===== src/sv/pff_pkg.sv =====
// Shared constants, types and the digit character function of the printf field formatter.
`default_nettype none

package pff_pkg;

    localparam logic [5:0] MAX_FIELD  = 6'd62;
    localparam int         DEC_DIGITS = 10;
    localparam int         DIG_W      = 4 * DEC_DIGITS;

    localparam logic [2:0] OP_LIT  = 3'd0;
    localparam logic [2:0] OP_PCT  = 3'd1;
    localparam logic [2:0] OP_CHR  = 3'd2;
    localparam logic [2:0] OP_SDEC = 3'd3;
    localparam logic [2:0] OP_UDEC = 3'd4;
    localparam logic [2:0] OP_HEXL = 3'd5;
    localparam logic [2:0] OP_HEXU = 3'd6;

    localparam logic [1:0] SK_SHORT = 2'd1;

    localparam logic [7:0] CH_NUL   = 8'h00;
    localparam logic [7:0] CH_LF    = 8'h0A;
    localparam logic [7:0] CH_CR    = 8'h0D;
    localparam logic [7:0] CH_SPACE = 8'h20;
    localparam logic [7:0] CH_PLUS  = 8'h2B;
    localparam logic [7:0] CH_MINUS = 8'h2D;
    localparam logic [7:0] CH_PCT   = 8'h25;
    localparam logic [7:0] CH_ZERO  = 8'h30;
    localparam logic [7:0] CH_X_LO  = 8'h78;
    localparam logic [7:0] CH_X_UP  = 8'h58;

    typedef struct packed {
        logic             done;
        logic [3:0]       tlen;
        logic [DIG_W-1:0] digits;
    } pff_conv_t;

    typedef struct packed {
        logic [5:0] lead;
        logic [5:0] trail;
        logic [1:0] plen;
        logic [7:0] pfx0;
        logic [7:0] pfx1;
        logic [5:0] zeros;
        logic [3:0] tlen;
        logic [5:0] total;
        logic       is_num;
        logic       upper;
        logic [7:0] txt;
    } pff_plan_t;

    function automatic logic [7:0] digit_char(input logic [3:0] d, input logic upper);
        logic [7:0] c;
        begin
            if (d < 4'd10)
                c = CH_ZERO + {4'd0, d};
            else if (upper)
                c = 8'h41 + {4'd0, d} - 8'd10;
            else
                c = 8'h61 + {4'd0, d} - 8'd10;
            return c;
        end
    endfunction

endpackage

`default_nettype wire


===== src/sv/pff_conv.sv =====
// Bit-serial binary to BCD converter (hex values load directly) with nibble-serial leading zero strip.
`default_nettype none

module pff_conv
    import pff_pkg::*;
(
    input  wire logic        clk,
    input  wire logic        rst_n,
    input  wire logic        load,
    input  wire logic [31:0] mag,
    input  wire logic        is_hex,
    input  wire logic        is_short,
    output pff_conv_t        res
);

    typedef enum logic [1:0] {
        CV_IDLE,
        CV_DABBLE,
        CV_ALIGN
    } cv_state_t;

    cv_state_t        state_reg;
    logic [DIG_W-1:0] digits_reg;
    logic [31:0]      bin_reg;
    logic [5:0]       bits_reg;
    logic [3:0]       tlen_reg;
    logic             done_reg;
    logic [DIG_W-1:0] adj_next;

    // add three to every BCD digit of five or more before the shift
    always_comb
    begin
        for (int i = 0; i < DEC_DIGITS; i++)
        begin
            if (digits_reg[4*i +: 4] >= 4'd5)
                adj_next[4*i +: 4] = digits_reg[4*i +: 4] + 4'd3;
            else
                adj_next[4*i +: 4] = digits_reg[4*i +: 4];
        end
    end

    always_ff @(posedge clk or negedge rst_n)
    begin
        if (!rst_n)
        begin
            state_reg <= CV_IDLE;
            bits_reg  <= 6'd0;
            tlen_reg  <= 4'(DEC_DIGITS);
            done_reg  <= 1'b0;
        end
        else
        begin
            done_reg <= 1'b0;
            unique case (state_reg)
                CV_IDLE:
                begin
                    if (load)
                    begin
                        tlen_reg <= 4'(DEC_DIGITS);
                        if (is_hex)
                        begin
                            digits_reg <= {{(DIG_W-32){1'b0}}, mag};
                            state_reg  <= CV_ALIGN;
                        end
                        else
                        begin
                            digits_reg <= '0;
                            bin_reg    <= is_short ? {mag[15:0], 16'h0} : mag;
                            bits_reg   <= is_short ? 6'd16 : 6'd32;
                            state_reg  <= CV_DABBLE;
                        end
                    end
                end
                CV_DABBLE:
                begin
                    digits_reg <= {adj_next[DIG_W-2:0], bin_reg[31]};
                    bin_reg    <= {bin_reg[30:0], 1'b0};
                    bits_reg   <= bits_reg - 6'd1;
                    if (bits_reg == 6'd1)
                        state_reg <= CV_ALIGN;
                end
                CV_ALIGN:
                begin
                    // drop one leading zero digit per cycle, keep at least one
                    if (digits_reg[DIG_W-1 -: 4] == 4'd0 && tlen_reg > 4'd1)
                    begin
                        digits_reg <= {digits_reg[DIG_W-5:0], 4'd0};
                        tlen_reg   <= tlen_reg - 4'd1;
                    end
                    else
                    begin
                        done_reg  <= 1'b1;
                        state_reg <= CV_IDLE;
                    end
                end
                default:
                    state_reg <= CV_IDLE;
            endcase
        end
    end

    assign res.done   = done_reg;
    assign res.tlen   = tlen_reg;
    assign res.digits = digits_reg;

endmodule

`default_nettype wire


===== src/sv/pff_emit.sv =====
// Character sequencer: spaces, prefix, zero fill, digits or text, spaces, one per cycle.
`default_nettype none

module pff_emit
    import pff_pkg::*;
(
    input  wire logic             clk,
    input  wire logic             rst_n,
    input  wire logic             load,
    input  wire pff_plan_t        plan,
    input  wire logic [DIG_W-1:0] digits,
    output logic                  busy,
    output logic                  strobe,
    output logic [7:0]            out_char,
    output logic                  last
);

    logic [5:0]       lead_reg;
    logic [5:0]       trail_reg;
    logic [1:0]       plen_reg;
    logic [7:0]       pfx0_reg;
    logic [7:0]       pfx1_reg;
    logic [5:0]       zeros_reg;
    logic [3:0]       tlen_reg;
    logic [5:0]       remain_reg;
    logic             is_num_reg;
    logic             upper_reg;
    logic [7:0]       txt_reg;
    logic [DIG_W-1:0] digits_reg;
    logic             strobe_reg;
    logic [7:0]       char_reg;
    logic             last_reg;
    logic [7:0]       text_char;

    assign text_char = is_num_reg ? digit_char(digits_reg[DIG_W-1 -: 4], upper_reg) : txt_reg;

    always_ff @(posedge clk or negedge rst_n)
    begin
        if (!rst_n)
        begin
            lead_reg   <= 6'd0;
            trail_reg  <= 6'd0;
            plen_reg   <= 2'd0;
            zeros_reg  <= 6'd0;
            tlen_reg   <= 4'd0;
            remain_reg <= 6'd0;
            strobe_reg <= 1'b0;
            last_reg   <= 1'b0;
        end
        else if (load)
        begin
            lead_reg   <= plan.lead;
            trail_reg  <= plan.trail;
            plen_reg   <= plan.plen;
            pfx0_reg   <= plan.pfx0;
            pfx1_reg   <= plan.pfx1;
            zeros_reg  <= plan.zeros;
            tlen_reg   <= plan.tlen;
            remain_reg <= plan.total;
            is_num_reg <= plan.is_num;
            upper_reg  <= plan.upper;
            txt_reg    <= plan.txt;
            digits_reg <= digits;
            strobe_reg <= 1'b0;
            last_reg   <= 1'b0;
        end
        else if (remain_reg != 6'd0)
        begin
            strobe_reg <= 1'b1;
            last_reg   <= (remain_reg == 6'd1);
            remain_reg <= remain_reg - 6'd1;
            priority if (lead_reg != 6'd0)
            begin
                char_reg <= CH_SPACE;
                lead_reg <= lead_reg - 6'd1;
            end
            else if (plen_reg != 2'd0)
            begin
                char_reg <= pfx0_reg;
                pfx0_reg <= pfx1_reg;
                plen_reg <= plen_reg - 2'd1;
            end
            else if (zeros_reg != 6'd0)
            begin
                char_reg  <= CH_ZERO;
                zeros_reg <= zeros_reg - 6'd1;
            end
            else if (tlen_reg != 4'd0)
            begin
                char_reg   <= text_char;
                digits_reg <= {digits_reg[DIG_W-5:0], 4'd0};
                tlen_reg   <= tlen_reg - 4'd1;
            end
            else
            begin
                char_reg  <= CH_SPACE;
                trail_reg <= trail_reg - 6'd1;
            end
        end
        else
        begin
            strobe_reg <= 1'b0;
            last_reg   <= 1'b0;
        end
    end

    assign busy     = (remain_reg != 6'd0);
    assign strobe   = strobe_reg;
    assign out_char = char_reg;
    assign last     = last_reg;

endmodule

`default_nettype wire


===== src/sv/printf_field_formatter_core.sv =====
// Top level of the printf field formatter: item decode, field planning, sequencing.
//
//  channel  | handshake          | payload
//  ---------+--------------------+-------------------------------------------------
//  item in  | start, busy        | op, size_kind, value, flag_*, field_width,
//           |                    | has_precision, digit_precision
//  char out | strobe (no stall)  | out_char, last
//
// After the accept, literal, percent and char items pass the plan state and then send
// the field's N characters. Hex and decimal items first pass the converter, where
// decimal values take 32 (16 for short) shifts of the bit-serial BCD converter and both
// strip leading zero nibbles (2..9 hex, 0..9 decimal). busy falls at the edge that takes
// the last character; an item with nothing to send goes from plan back to idle.
// Reset clears all control state; the receiver cannot stall, each character shows once.
`default_nettype none

module printf_field_formatter_core
    import pff_pkg::*;
(
    input  wire logic        clk,
    input  wire logic        rst_n,
    input  wire logic        start,
    output logic             busy,
    input  wire logic [2:0]  op,
    input  wire logic [1:0]  size_kind,
    input  wire logic [31:0] value,
    input  wire logic        flag_left,
    input  wire logic        flag_plus,
    input  wire logic        flag_space,
    input  wire logic        flag_alt,
    input  wire logic        flag_zero,
    input  wire logic [5:0]  field_width,
    input  wire logic        has_precision,
    input  wire logic [5:0]  digit_precision,
    output logic             strobe,
    output logic [7:0]       out_char,
    output logic             last
);

    typedef enum logic [1:0] {
        ST_IDLE,
        ST_CONV,
        ST_PLAN,
        ST_EMIT
    } state_t;

    state_t      state_reg;
    logic [2:0]  op_reg;
    logic [7:0]  chr_reg;
    logic        neg_reg;
    logic        left_reg;
    logic        plus_reg;
    logic        space_reg;
    logic        alt_reg;
    logic        zero_reg;
    logic [5:0]  w_reg;
    logic        hp_reg;
    logic [5:0]  pr_reg;

    logic        accept;
    logic        is_short;
    logic        is_hex_in;
    logic        is_num_in;
    logic        neg_in;
    logic [31:0] x_in;
    logic [31:0] negx_in;
    logic [31:0] mag_in;

    pff_conv_t   conv_res;
    pff_plan_t   plan;
    logic        emit_load;
    logic        emit_busy;

    assign busy   = (state_reg != ST_IDLE);
    assign accept = start && !busy;

    // operand decode at the accepting edge
    assign is_short  = (size_kind == SK_SHORT);
    assign is_hex_in = (op == OP_HEXL) || (op == OP_HEXU);
    assign is_num_in = is_hex_in || (op == OP_SDEC) || (op == OP_UDEC);
    assign x_in      = is_short ? {16'h0, value[15:0]} : value;
    assign negx_in   = 32'd0 - x_in;
    assign neg_in    = (op == OP_SDEC) && (is_short ? value[15] : value[31]);
    assign mag_in    = !neg_in ? x_in : (is_short ? {16'h0, negx_in[15:0]} : negx_in);

    pff_conv u_conv (
        .clk      (clk),
        .rst_n    (rst_n),
        .load     (accept && is_num_in),
        .mag      (mag_in),
        .is_hex   (is_hex_in),
        .is_short (is_short),
        .res      (conv_res)
    );

    // field plan from the held item and the digit count
    logic [5:0] w_sat;
    logic [5:0] w_eff;
    logic [1:0] plen;
    logic [7:0] pfx0;
    logic [7:0] pfx1;
    logic [3:0] tlen_body;
    logic [3:0] tlen_emit;
    logic       is_num;
    logic       valid_op;
    logic [5:0] pr_lim;
    logic [5:0] pr_sat;
    logic [6:0] target;
    logic [5:0] zeros;
    logic [6:0] body;
    logic [5:0] spaces;
    logic [6:0] total;

    always_comb
    begin
        w_sat     = (w_reg > MAX_FIELD) ? MAX_FIELD : w_reg;
        w_eff     = w_sat;
        plen      = 2'd0;
        pfx0      = CH_SPACE;
        pfx1      = CH_SPACE;
        tlen_body = 4'd1;
        tlen_emit = 4'd1;
        is_num    = 1'b0;
        valid_op  = 1'b1;
        unique case (op_reg)
            OP_LIT:
            begin
                w_eff     = 6'd0;
                tlen_emit = (chr_reg != CH_NUL) ? 4'd1 : 4'd0;
                if (chr_reg == CH_LF)
                begin
                    plen = 2'd1;
                    pfx0 = CH_CR;
                end
            end
            OP_PCT:
            begin
                tlen_emit = 4'd1;
            end
            OP_CHR:
            begin
                tlen_emit = (chr_reg != CH_NUL) ? 4'd1 : 4'd0;
            end
            OP_SDEC, OP_UDEC:
            begin
                is_num    = 1'b1;
                tlen_body = conv_res.tlen;
                tlen_emit = conv_res.tlen;
                if (op_reg == OP_SDEC)
                begin
                    priority if (neg_reg)
                    begin
                        plen = 2'd1;
                        pfx0 = CH_MINUS;
                    end
                    else if (plus_reg)
                    begin
                        plen = 2'd1;
                        pfx0 = CH_PLUS;
                    end
                    else if (space_reg)
                    begin
                        plen = 2'd1;
                        pfx0 = CH_SPACE;
                    end
                    else
                    begin
                        plen = 2'd0;
                    end
                end
            end
            OP_HEXL, OP_HEXU:
            begin
                is_num    = 1'b1;
                tlen_body = conv_res.tlen;
                tlen_emit = conv_res.tlen;
                if (alt_reg)
                begin
                    plen = 2'd2;
                    pfx0 = CH_ZERO;
                    pfx1 = (op_reg == OP_HEXL) ? CH_X_LO : CH_X_UP;
                end
            end
            default:
            begin
                valid_op  = 1'b0;
                tlen_emit = 4'd0;
            end
        endcase

        pr_lim = MAX_FIELD - {4'd0, plen};
        pr_sat = (pr_reg > pr_lim) ? pr_lim : pr_reg;
        target = {1'b0, w_eff} - {5'd0, plen};
        zeros  = 6'd0;
        if (is_num)
        begin
            if (hp_reg)
            begin
                if (pr_sat > {2'd0, tlen_body})
                    zeros = pr_sat - {2'd0, tlen_body};
            end
            else if (zero_reg && !left_reg)
            begin
                if (!target[6] && target[5:0] > {2'd0, tlen_body})
                    zeros = target[5:0] - {2'd0, tlen_body};
            end
        end
        body   = {5'd0, plen} + {1'b0, zeros} + {3'd0, tlen_body};
        spaces = ({1'b0, w_eff} > body) ? (w_eff - body[5:0]) : 6'd0;
        total  = {1'b0, spaces} + {5'd0, plen} + {1'b0, zeros} + {3'd0, tlen_emit};
        if (!valid_op)
            total = 7'd0;

        plan.lead   = left_reg ? 6'd0 : spaces;
        plan.trail  = left_reg ? spaces : 6'd0;
        plan.plen   = plen;
        plan.pfx0   = pfx0;
        plan.pfx1   = pfx1;
        plan.zeros  = zeros;
        plan.tlen   = tlen_emit;
        plan.total  = total[5:0];
        plan.is_num = is_num;
        plan.upper  = (op_reg == OP_HEXU);
        plan.txt    = (op_reg == OP_PCT) ? CH_PCT : chr_reg;
    end

    assign emit_load = (state_reg == ST_PLAN);

    pff_emit u_emit (
        .clk      (clk),
        .rst_n    (rst_n),
        .load     (emit_load),
        .plan     (plan),
        .digits   (conv_res.digits),
        .busy     (emit_busy),
        .strobe   (strobe),
        .out_char (out_char),
        .last     (last)
    );

    always_ff @(posedge clk or negedge rst_n)
    begin
        if (!rst_n)
        begin
            state_reg <= ST_IDLE;
        end
        else
        begin
            unique case (state_reg)
                ST_IDLE:
                begin
                    if (accept)
                    begin
                        op_reg    <= op;
                        chr_reg   <= value[7:0];
                        neg_reg   <= neg_in;
                        left_reg  <= flag_left;
                        plus_reg  <= flag_plus;
                        space_reg <= flag_space;
                        alt_reg   <= flag_alt;
                        zero_reg  <= flag_zero;
                        w_reg     <= field_width;
                        hp_reg    <= has_precision;
                        pr_reg    <= digit_precision;
                        state_reg <= is_num_in ? ST_CONV : ST_PLAN;
                    end
                end
                ST_CONV:
                begin
                    if (conv_res.done)
                        state_reg <= ST_PLAN;
                end
                ST_PLAN:
                begin
                    state_reg <= (plan.total == 6'd0) ? ST_IDLE : ST_EMIT;
                end
                ST_EMIT:
                begin
                    if (!emit_busy)
                        state_reg <= ST_IDLE;
                end
                default:
                    state_reg <= ST_IDLE;
            endcase
        end
    end

    a_accept_busy: assert property (@(posedge clk) disable iff (!rst_n)
        start && !busy |=> busy)
        else $error("busy did not rise after an accepted item");

    a_last_strobe: assert property (@(posedge clk) disable iff (!rst_n)
        last |-> strobe)
        else $error("last without strobe");

    a_field_contig: assert property (@(posedge clk) disable iff (!rst_n)
        strobe && !last |=> strobe)
        else $error("gap inside a field");

    a_mid_busy: assert property (@(posedge clk) disable iff (!rst_n)
        strobe && !last |-> busy)
        else $error("idle while a field is still going out");

endmodule

`default_nettype wire

===== config.mk =====
export PLATFORM = sky130hd
export DESIGN_NAME = printf_field_formatter_core
export DESIGN_NICKNAME = d
export VERILOG_FILES = /design/src/sv/pff_pkg.sv /design/src/sv/pff_conv.sv /design/src/sv/pff_emit.sv /design/src/sv/printf_field_formatter_core.sv
export SDC_FILE = /design/constraint.sdc
export NUM_CORES = 1
export LEC_CHECK = 0
export ABC_AREA = 1
export BUFFER_PORTS_ARGS = -buffer_cell sky130_fd_sc_hd__buf_2
export CAP_MARGIN = 20
export CORE_MARGIN = 1.5
export CORE_UTILIZATION = 40
export CTS_CLUSTER_SIZE = 14
export DETAILED_ROUTE_END_ITERATION = 6
export PLACE_DENSITY = 0.56
export SYNTH_ARGS = -nofsm -noshare
export SYNTH_HDL_FRONTEND = slang
export SYNTH_SLANG_ARGS = --single-unit
export TNS_END_PERCENT = 1

===== constraint.sdc =====
create_clock -name clk -period 7.94 [get_ports clk]
set_input_delay 0.397 -clock clk [delete_from_list [all_inputs] [get_ports clk]]
set_output_delay 0.397 -clock clk [all_outputs]
set_load 0.005 [all_outputs]

# == Word-level counts from Yosys, hierarchy flattened ==
# Index checks and enable logic that the tools add are counted.
# word_totals
reg_bits,217
latch_bits,0
ram_bits,0
romBits,0
in_bits,58
out_inout_bits,11
wordCells,278
memories,0
# op_classes
addsub,33
mul,0
div,0
magnitude_cmp,17
eq_ne,30
shifts,0
n_mux,112
bitwise,1
reduce_logical,53
# ops
op,count
40-bit 2-to-1 mux,8
32-bit 2-to-1 mux,7
6-bit 2-to-1 mux,26
40-bit one-hot mux with 3 select lines,1
4-bit 2-to-1 mux,21
8-bit 2-to-1 mux,10
32-bit one-hot mux with 2 select lines,1
"4-bit by 3-bit greater-or-equal comparator with 1-bit output, second input constant",10
"4-bit by 2-bit adder with 4-bit output, second input constant",9
"1-bit by 32-bit subtractor with 32-bit output, first input constant",1
2-bit 2-to-1 mux,14
"6-bit by 1-bit subtractor with 6-bit output, second input constant",4
3-bit AND reduction,7
"3-bit equality test, second input constant",6
6-bit one-hot mux with 3 select lines,1
2-bit nonzero test,9
6-bit nonzero test,3
"7-bit by 4-bit adder with 8-bit output, first input constant",2
4-bit AND reduction,4
"8-bit by 4-bit subtractor with 8-bit output, second input constant",2
1-bit 2-to-1 mux,15
"2-bit != test, second input constant",7
"6-bit by 1-bit equality test with 1-bit output, second input constant",2
6-bit by 4-bit greater-than comparator with 1-bit output,2
other kinds (48),74

# == Logic depth before layout (Yosys ltp) ==
# depth
ltp_word,23
mapped_depth,61
mapped_depth_nobuf,61

# == Cells and area by module ==
# From an unflattened synthesis, not the netlist that was laid out.
# unflattened
cells_unflattened,1695
area_unflattened_um2,14097.3
# modules_own_cells
module,n_inst,cells_per_inst,area_per_inst_um2,seq_area_each_um2
pff_conv,1,599,5258.8,2489.9
pff_emit,1,529,4782.1,2872.8
printf_field_formatter_core,1,567,4056.4,950.9

# == Worst setup path before layout ==
# No wires, ideal clock.
# synth_timing
path_type,reg-to-reg
start,register op_reg[0]
end,register state_reg[0]
setup_ps,113
t_arrival_ps,8016
required_ps,7827
path_slack_ps,-189
path_stages_with_launch,58
n_path_buf,0
period_less_slack_ps,8129
path_cell_list,edfxtp_1 inv_1 nor3_2 o21ai_0 inv_1 a21oi_1 nand2_1 nor2_1 inv_1 ha_1 nand2_1 inv_1 o21ai_0 a21oi_1 o21ai_2 mux2i_1 ha_1 fa_1 [22 not listed] fa_1 inv_1 ha_1 inv_1 fa_1 inv_1 nand3_1 nand2_1 xor2_1 inv_1 nand2_1 nand2_1 inv_1 nand2_1 nand3_2 nand3_1 nand2_1 inv_1
# synth_between
elab_chain_cells,21
elab_cells_between_ends,46
classes_between,10 x add/sub; 4 x order compare; 6 x eq/ne; 17 x mux; 9 x reduce/logical
# synth_rtl
element,line,source
from (decl),printf_field_formatter_core.sv:48,logic [2:0] op_reg;
from (signal assigned),printf_field_formatter_core.sv:254,op_reg <= op;
3-bit by 2-bit equality test with 1-bit output / 3-bit equality test (equally long branches),"printf_field_formatter_core.sv:125, printf_field_formatter_core.sv:149",
1-bit 2-to-1 mux / 2-bit OR reduction (equally long branches),"printf_field_formatter_core.sv:149, printf_field_formatter_core.sv:125",
2-bit one-hot mux with 3 select lines,printf_field_formatter_core.sv:125,unique case (op_reg)
2-bit by 3-bit subtractor with 4-bit output / 6-bit by 2-bit subtractor with 7-bit output (equally long branches),"printf_field_formatter_core.sv:191, printf_field_formatter_core.sv:193",
"6-bit greater-than comparator, or another cell as far along",printf_field_formatter_core.sv:192,pr_sat = (pr_reg > pr_lim) ? pr_lim : pr_reg;
6-bit 2-to-1 mux / 1-bit logical AND (equally long branches),"printf_field_formatter_core.sv:192, printf_field_formatter_core.sv:204",
"6-bit by 4-bit subtractor with 6-bit output, or another cell as far along",printf_field_formatter_core.sv:200,"zeros = pr_sat - {2'd0, tlen_body};"
6-bit 2-to-1 mux (on tied branches),"printf_field_formatter_core.sv:199, printf_field_formatter_core.sv:202",
[5 not listed],-,
6-bit 2-to-1 mux,printf_field_formatter_core.sv:209,"spaces = ({1'b0, w_eff} > body) ? (w_eff - body[5:0]) : 6'd0;"
6-bit by 2-bit adder with 6-bit output,printf_field_formatter_core.sv:210,"total = {1'b0, spaces} + {5'd0, plen} + {1'b0, zeros} + {3'd0, tlen_emit};"
6-bit adder,printf_field_formatter_core.sv:210,
6-bit by 4-bit adder with 6-bit output,printf_field_formatter_core.sv:210,
6-bit 2-to-1 mux *,printf_field_formatter_core.sv:211,if (!valid_op)
6-bit zero test *,printf_field_formatter_core.sv:275,state_reg <= (plan.total == 6'd0) ? ST_IDLE : ST_EMIT;
2-bit 2-to-1 mux *,printf_field_formatter_core.sv:275,
2-bit one-hot mux with 4 select lines *,printf_field_formatter_core.sv:249,unique case (state_reg)
to (signal assigned),printf_field_formatter_core.sv:265,state_reg <= is_num_in ? ST_CONV : ST_PLAN;
to (signal assigned),printf_field_formatter_core.sv:275,
to (decl),printf_field_formatter_core.sv:47,state_t state_reg;
# Every way passes the cells marked *; elsewhere a longest branch is shown, timed or not.
# A chain may end at the register's enable or synchronous reset.

# == Final worst setup path ==
# layout_timing
start,register op_reg[2]
end,register state_reg[0]
# Same word-level chain as after synthesis.

==> flow_metrics.env <==
export IMPL_ys_warn_count=0
export IMPL_syn_area_sq_um=13000
export IMPL_slowest_delay_ps=510
export IMPL_cts_root_buf="clkbuf_16"
export IMPL_gp_congestion=0.904
export IMPL_pwr_density_cell_nw_per_um2=339
export IMPL_grt_overflow_total=0
export IMPL_fin_crit_sh_pct=100
export IMPL_clockBufferDepth=3
export IMPL_syn_to_final_growth_pct=18.7
export IMPL_slowest_stage="fa_1"
export IMPL_dp_cells=1995
export IMPL_hp_class="in2async"
export IMPL_dieArea_sq_um=33500
export IMPL_ys_async_sr_fraction_pct=19.5
export IMPL_hold_viol_final=6
export IMPL_crit_family="adder cells"
export IMPL_synth_cells=1497
export IMPL_critPathCaptureType="flop"
export IMPL_finalClockSkew_ps=11.6
export IMPL_grt_start_max_net_pins=97
export IMPL_die_h_um=183
export IMPL_cp_common_cell="nand2_1"
export IMPL_ios=69
export IMPL_reg2regPathDepth=56
export IMPL_fmax_mhz=126
export IMPL_violations="hold timing, setup timing"
export IMPL_fin_cells=2060
export IMPL_worst_slew_margin_rel_pct=31.3
export IMPL_critPathLaunchType="flop"
export IMPL_num_vias=10827
export IMPL_finalHoldWorstSlack_ps=-5.80
export IMPL_htreeDepth=1
export IMPL_diodes=0
export IMPL_cts_tree="done"
export IMPL_core_area_sq_um=31700
export IMPL_grt_pass1_wl_um=54400
export IMPL_cp_num_buf_inv=13
export IMPL_yosys_register_bits=210
export IMPL_grt_setup_unrepaired="yes"
export IMPL_ant_nets=0
export IMPL_critPathArrivalTime_ps=8380
export IMPL_drt_initial_drc_count=832
export IMPL_numClockSinks=210
export IMPL_finalWorstSetupSlack_ps=-14.0
export IMPL_routed_via_density=5.26
export IMPL_avgSynthCellArea_sq_um=8.66
export IMPL_leakagePower_nw=6.80
export IMPL_grt_pass1_vias=10041
export IMPL_maxCapViolCount=0
export IMPL_row_count=65
export IMPL_seq_area_frac_synth_pct=47.1
export IMPL_synth_cell_types=56
export IMPL_finalSetupViolations=1
export IMPL_fin_nets=1781
export IMPL_critPathKind="reg2reg"
export IMPL_cp_max_fo=3
export IMPL_wl_per_cell_um=16.5
export IMPL_synth_edf_count=169
export IMPL_dpl_hpwl_um=24900
export IMPL_numPortBuffers=68
export IMPL_drive_gt1_share_pct=16.9
export IMPL_ir_worst_vdd_uv=187
export IMPL_die_w_um=183
export IMPL_preCtsSetupSlack_ps=-260
export IMPL_status="complete, but fails checks"
export IMPL_first_pass_iters=5
export IMPL_grt_use_total_pct=20.5
export IMPL_wirelength_um=34100
export IMPL_initial_core_util_pct=40.9
export IMPL_period_needed_ps=7950
export IMPL_slew_viol_final=0
export IMPL_worstPathRequired_ps=8370
export IMPL_synth_flop_cell="edfxtp_1"
export IMPL_clk_pin_slew_worst_paths_ps=60
export IMPL_path_depth=56
export IMPL_antenna_found_initial=0
export IMPL_insertion_delay_ps=530
export IMPL_cts_inserted_buffers=25
export IMPL_drc=0
export IMPL_worstMarginPinSlew_ps=1030
export IMPL_synth_fp_nets=1639
cell type report:
class	instances	area, sq um
multi-input combinational	1017	6060
clock buffer	31	658
timing repair buffer	152	995
clock inverter	15	208
fill	3053	16300
tap	402	503
inverter	233	875
sequential	210	6100
cell usage in the layout (no fill, tap or decap), types with 6 or more instances in the layout:
cell type / instances
ha_1: 66
edfxtp_1: 169
xnor2_1: 10
or2_2: 9
o211ai_1: 18
nor2_1: 120
fa_1: 8
nor3_1: 10
nand2_1: 273
buf_4: 82
inv_1: 216
clkbuf_16: 25
o21ai_1: 10
dfrtp_1: 39
a21oi_1: 80
nand3_1: 52
nand4_1: 13
nand3_2: 10
inv_2: 15
o221ai_1: 20
xor2_1: 32
nor2_2: 7
o21ai_0: 179
o22ai_1: 9
a22oi_1: 6
nand2_2: 8
a31oi_1: 8
buf_2: 68
what timing repair did:
action | in CTS | in global routing
setup buffers | 11 | 8
pin swaps | 11 | 26
endpoints found under the setup margin | 3 | 6
hold buffers | 0 | 0
gates resized for setup | 7 | 34
metrics by stage:
stage                     power [mW]  instance area, sq um  setup TNS, ps  util, %
after global routing            5.64                 15400          -1930     48.6
after detailed placement        3.86                 14200           -714     44.9
after CTS                       5.14                 15200              0     48.0
after floorplan                 3.22                 13000              0        -
final                           5.22                 15400          -14.0     48.6
after global placement          3.82                 14200           -161     44.8
cells in the mapped netlist, types with 10 or more instances:
cell type / n / area, sq um
clkbuf_1: 34 / 128
nor3_1: 12 / 60.1
nor2_1: 129 / 484
xnor2_1: 10 / 87.6
nand3_1: 57 / 285
ha_1: 73 / 913
o221ai_1: 20 / 175
nand2_1: 277 / 1040
dfrtp_1: 39 / 976
inv_1: 228 / 856
nand4_1: 13 / 81.3
o21ai_0: 188 / 941
o211ai_1: 18 / 135
edfxtp_1: 169 / 5070
xor2_1: 33 / 289
fa_1: 11 / 220
a21oi_1: 83 / 415
cell families after synthesis:
kind of cell             count (synthesis)  share of synthesized area, %
adder cells (fa/ha/maj)                 84                          8.74
AND/OR/NAND/NOR                        522                          17.2
XOR/XNOR                                43                          2.90
buffers and inverters                  270                          7.83
flip-flops                             210                          47.1
multiplexers                             2                         0.164
AO/OA/AOI/OAI                          365                          16.1
other                                    1                        0.0289
path summary, 6_finish.rpt:
path | slack (ps) | startpoint | to
min in group clk | 40 | has_precision | hp_reg$_DFFE_PP_
worst min-delay path | -6 | rst_n | u_conv.bits_reg[3]$_DFFE_PN0P_
worst min register to register | 530 | u_emit.digits_reg[32]$_DFFE_PP_ | u_emit.digits_reg[36]$_DFFE_PP_
max in group asynchronous | 7510 | rst_n | u_emit.zeros_reg[5]$_DFFE_PN0P_
worst max-delay path | -10 | op_reg[2]$_DFFE_PP_ | state_reg[0]$_DFFE_PN0P_
worst max register to register | -10 | op_reg[2]$_DFFE_PP_ | state_reg[0]$_DFFE_PN0P_
power by group:
part	switching [mW]	internal, mW
Sequential	0.150	1.62
Clock	0.475	0.752
Combinational	1.40	0.825
per-layer routing:
layer,wire length (um),global-route usage [%],up-vias
li1,-,-,5375
met4,385,3.38,0
met5,0,0,-
met1,17200,31.6,5154
met3,1970,3.06,32
met2,14600,30.7,266
No activity file was read; power rests on OpenSTA's default activity.
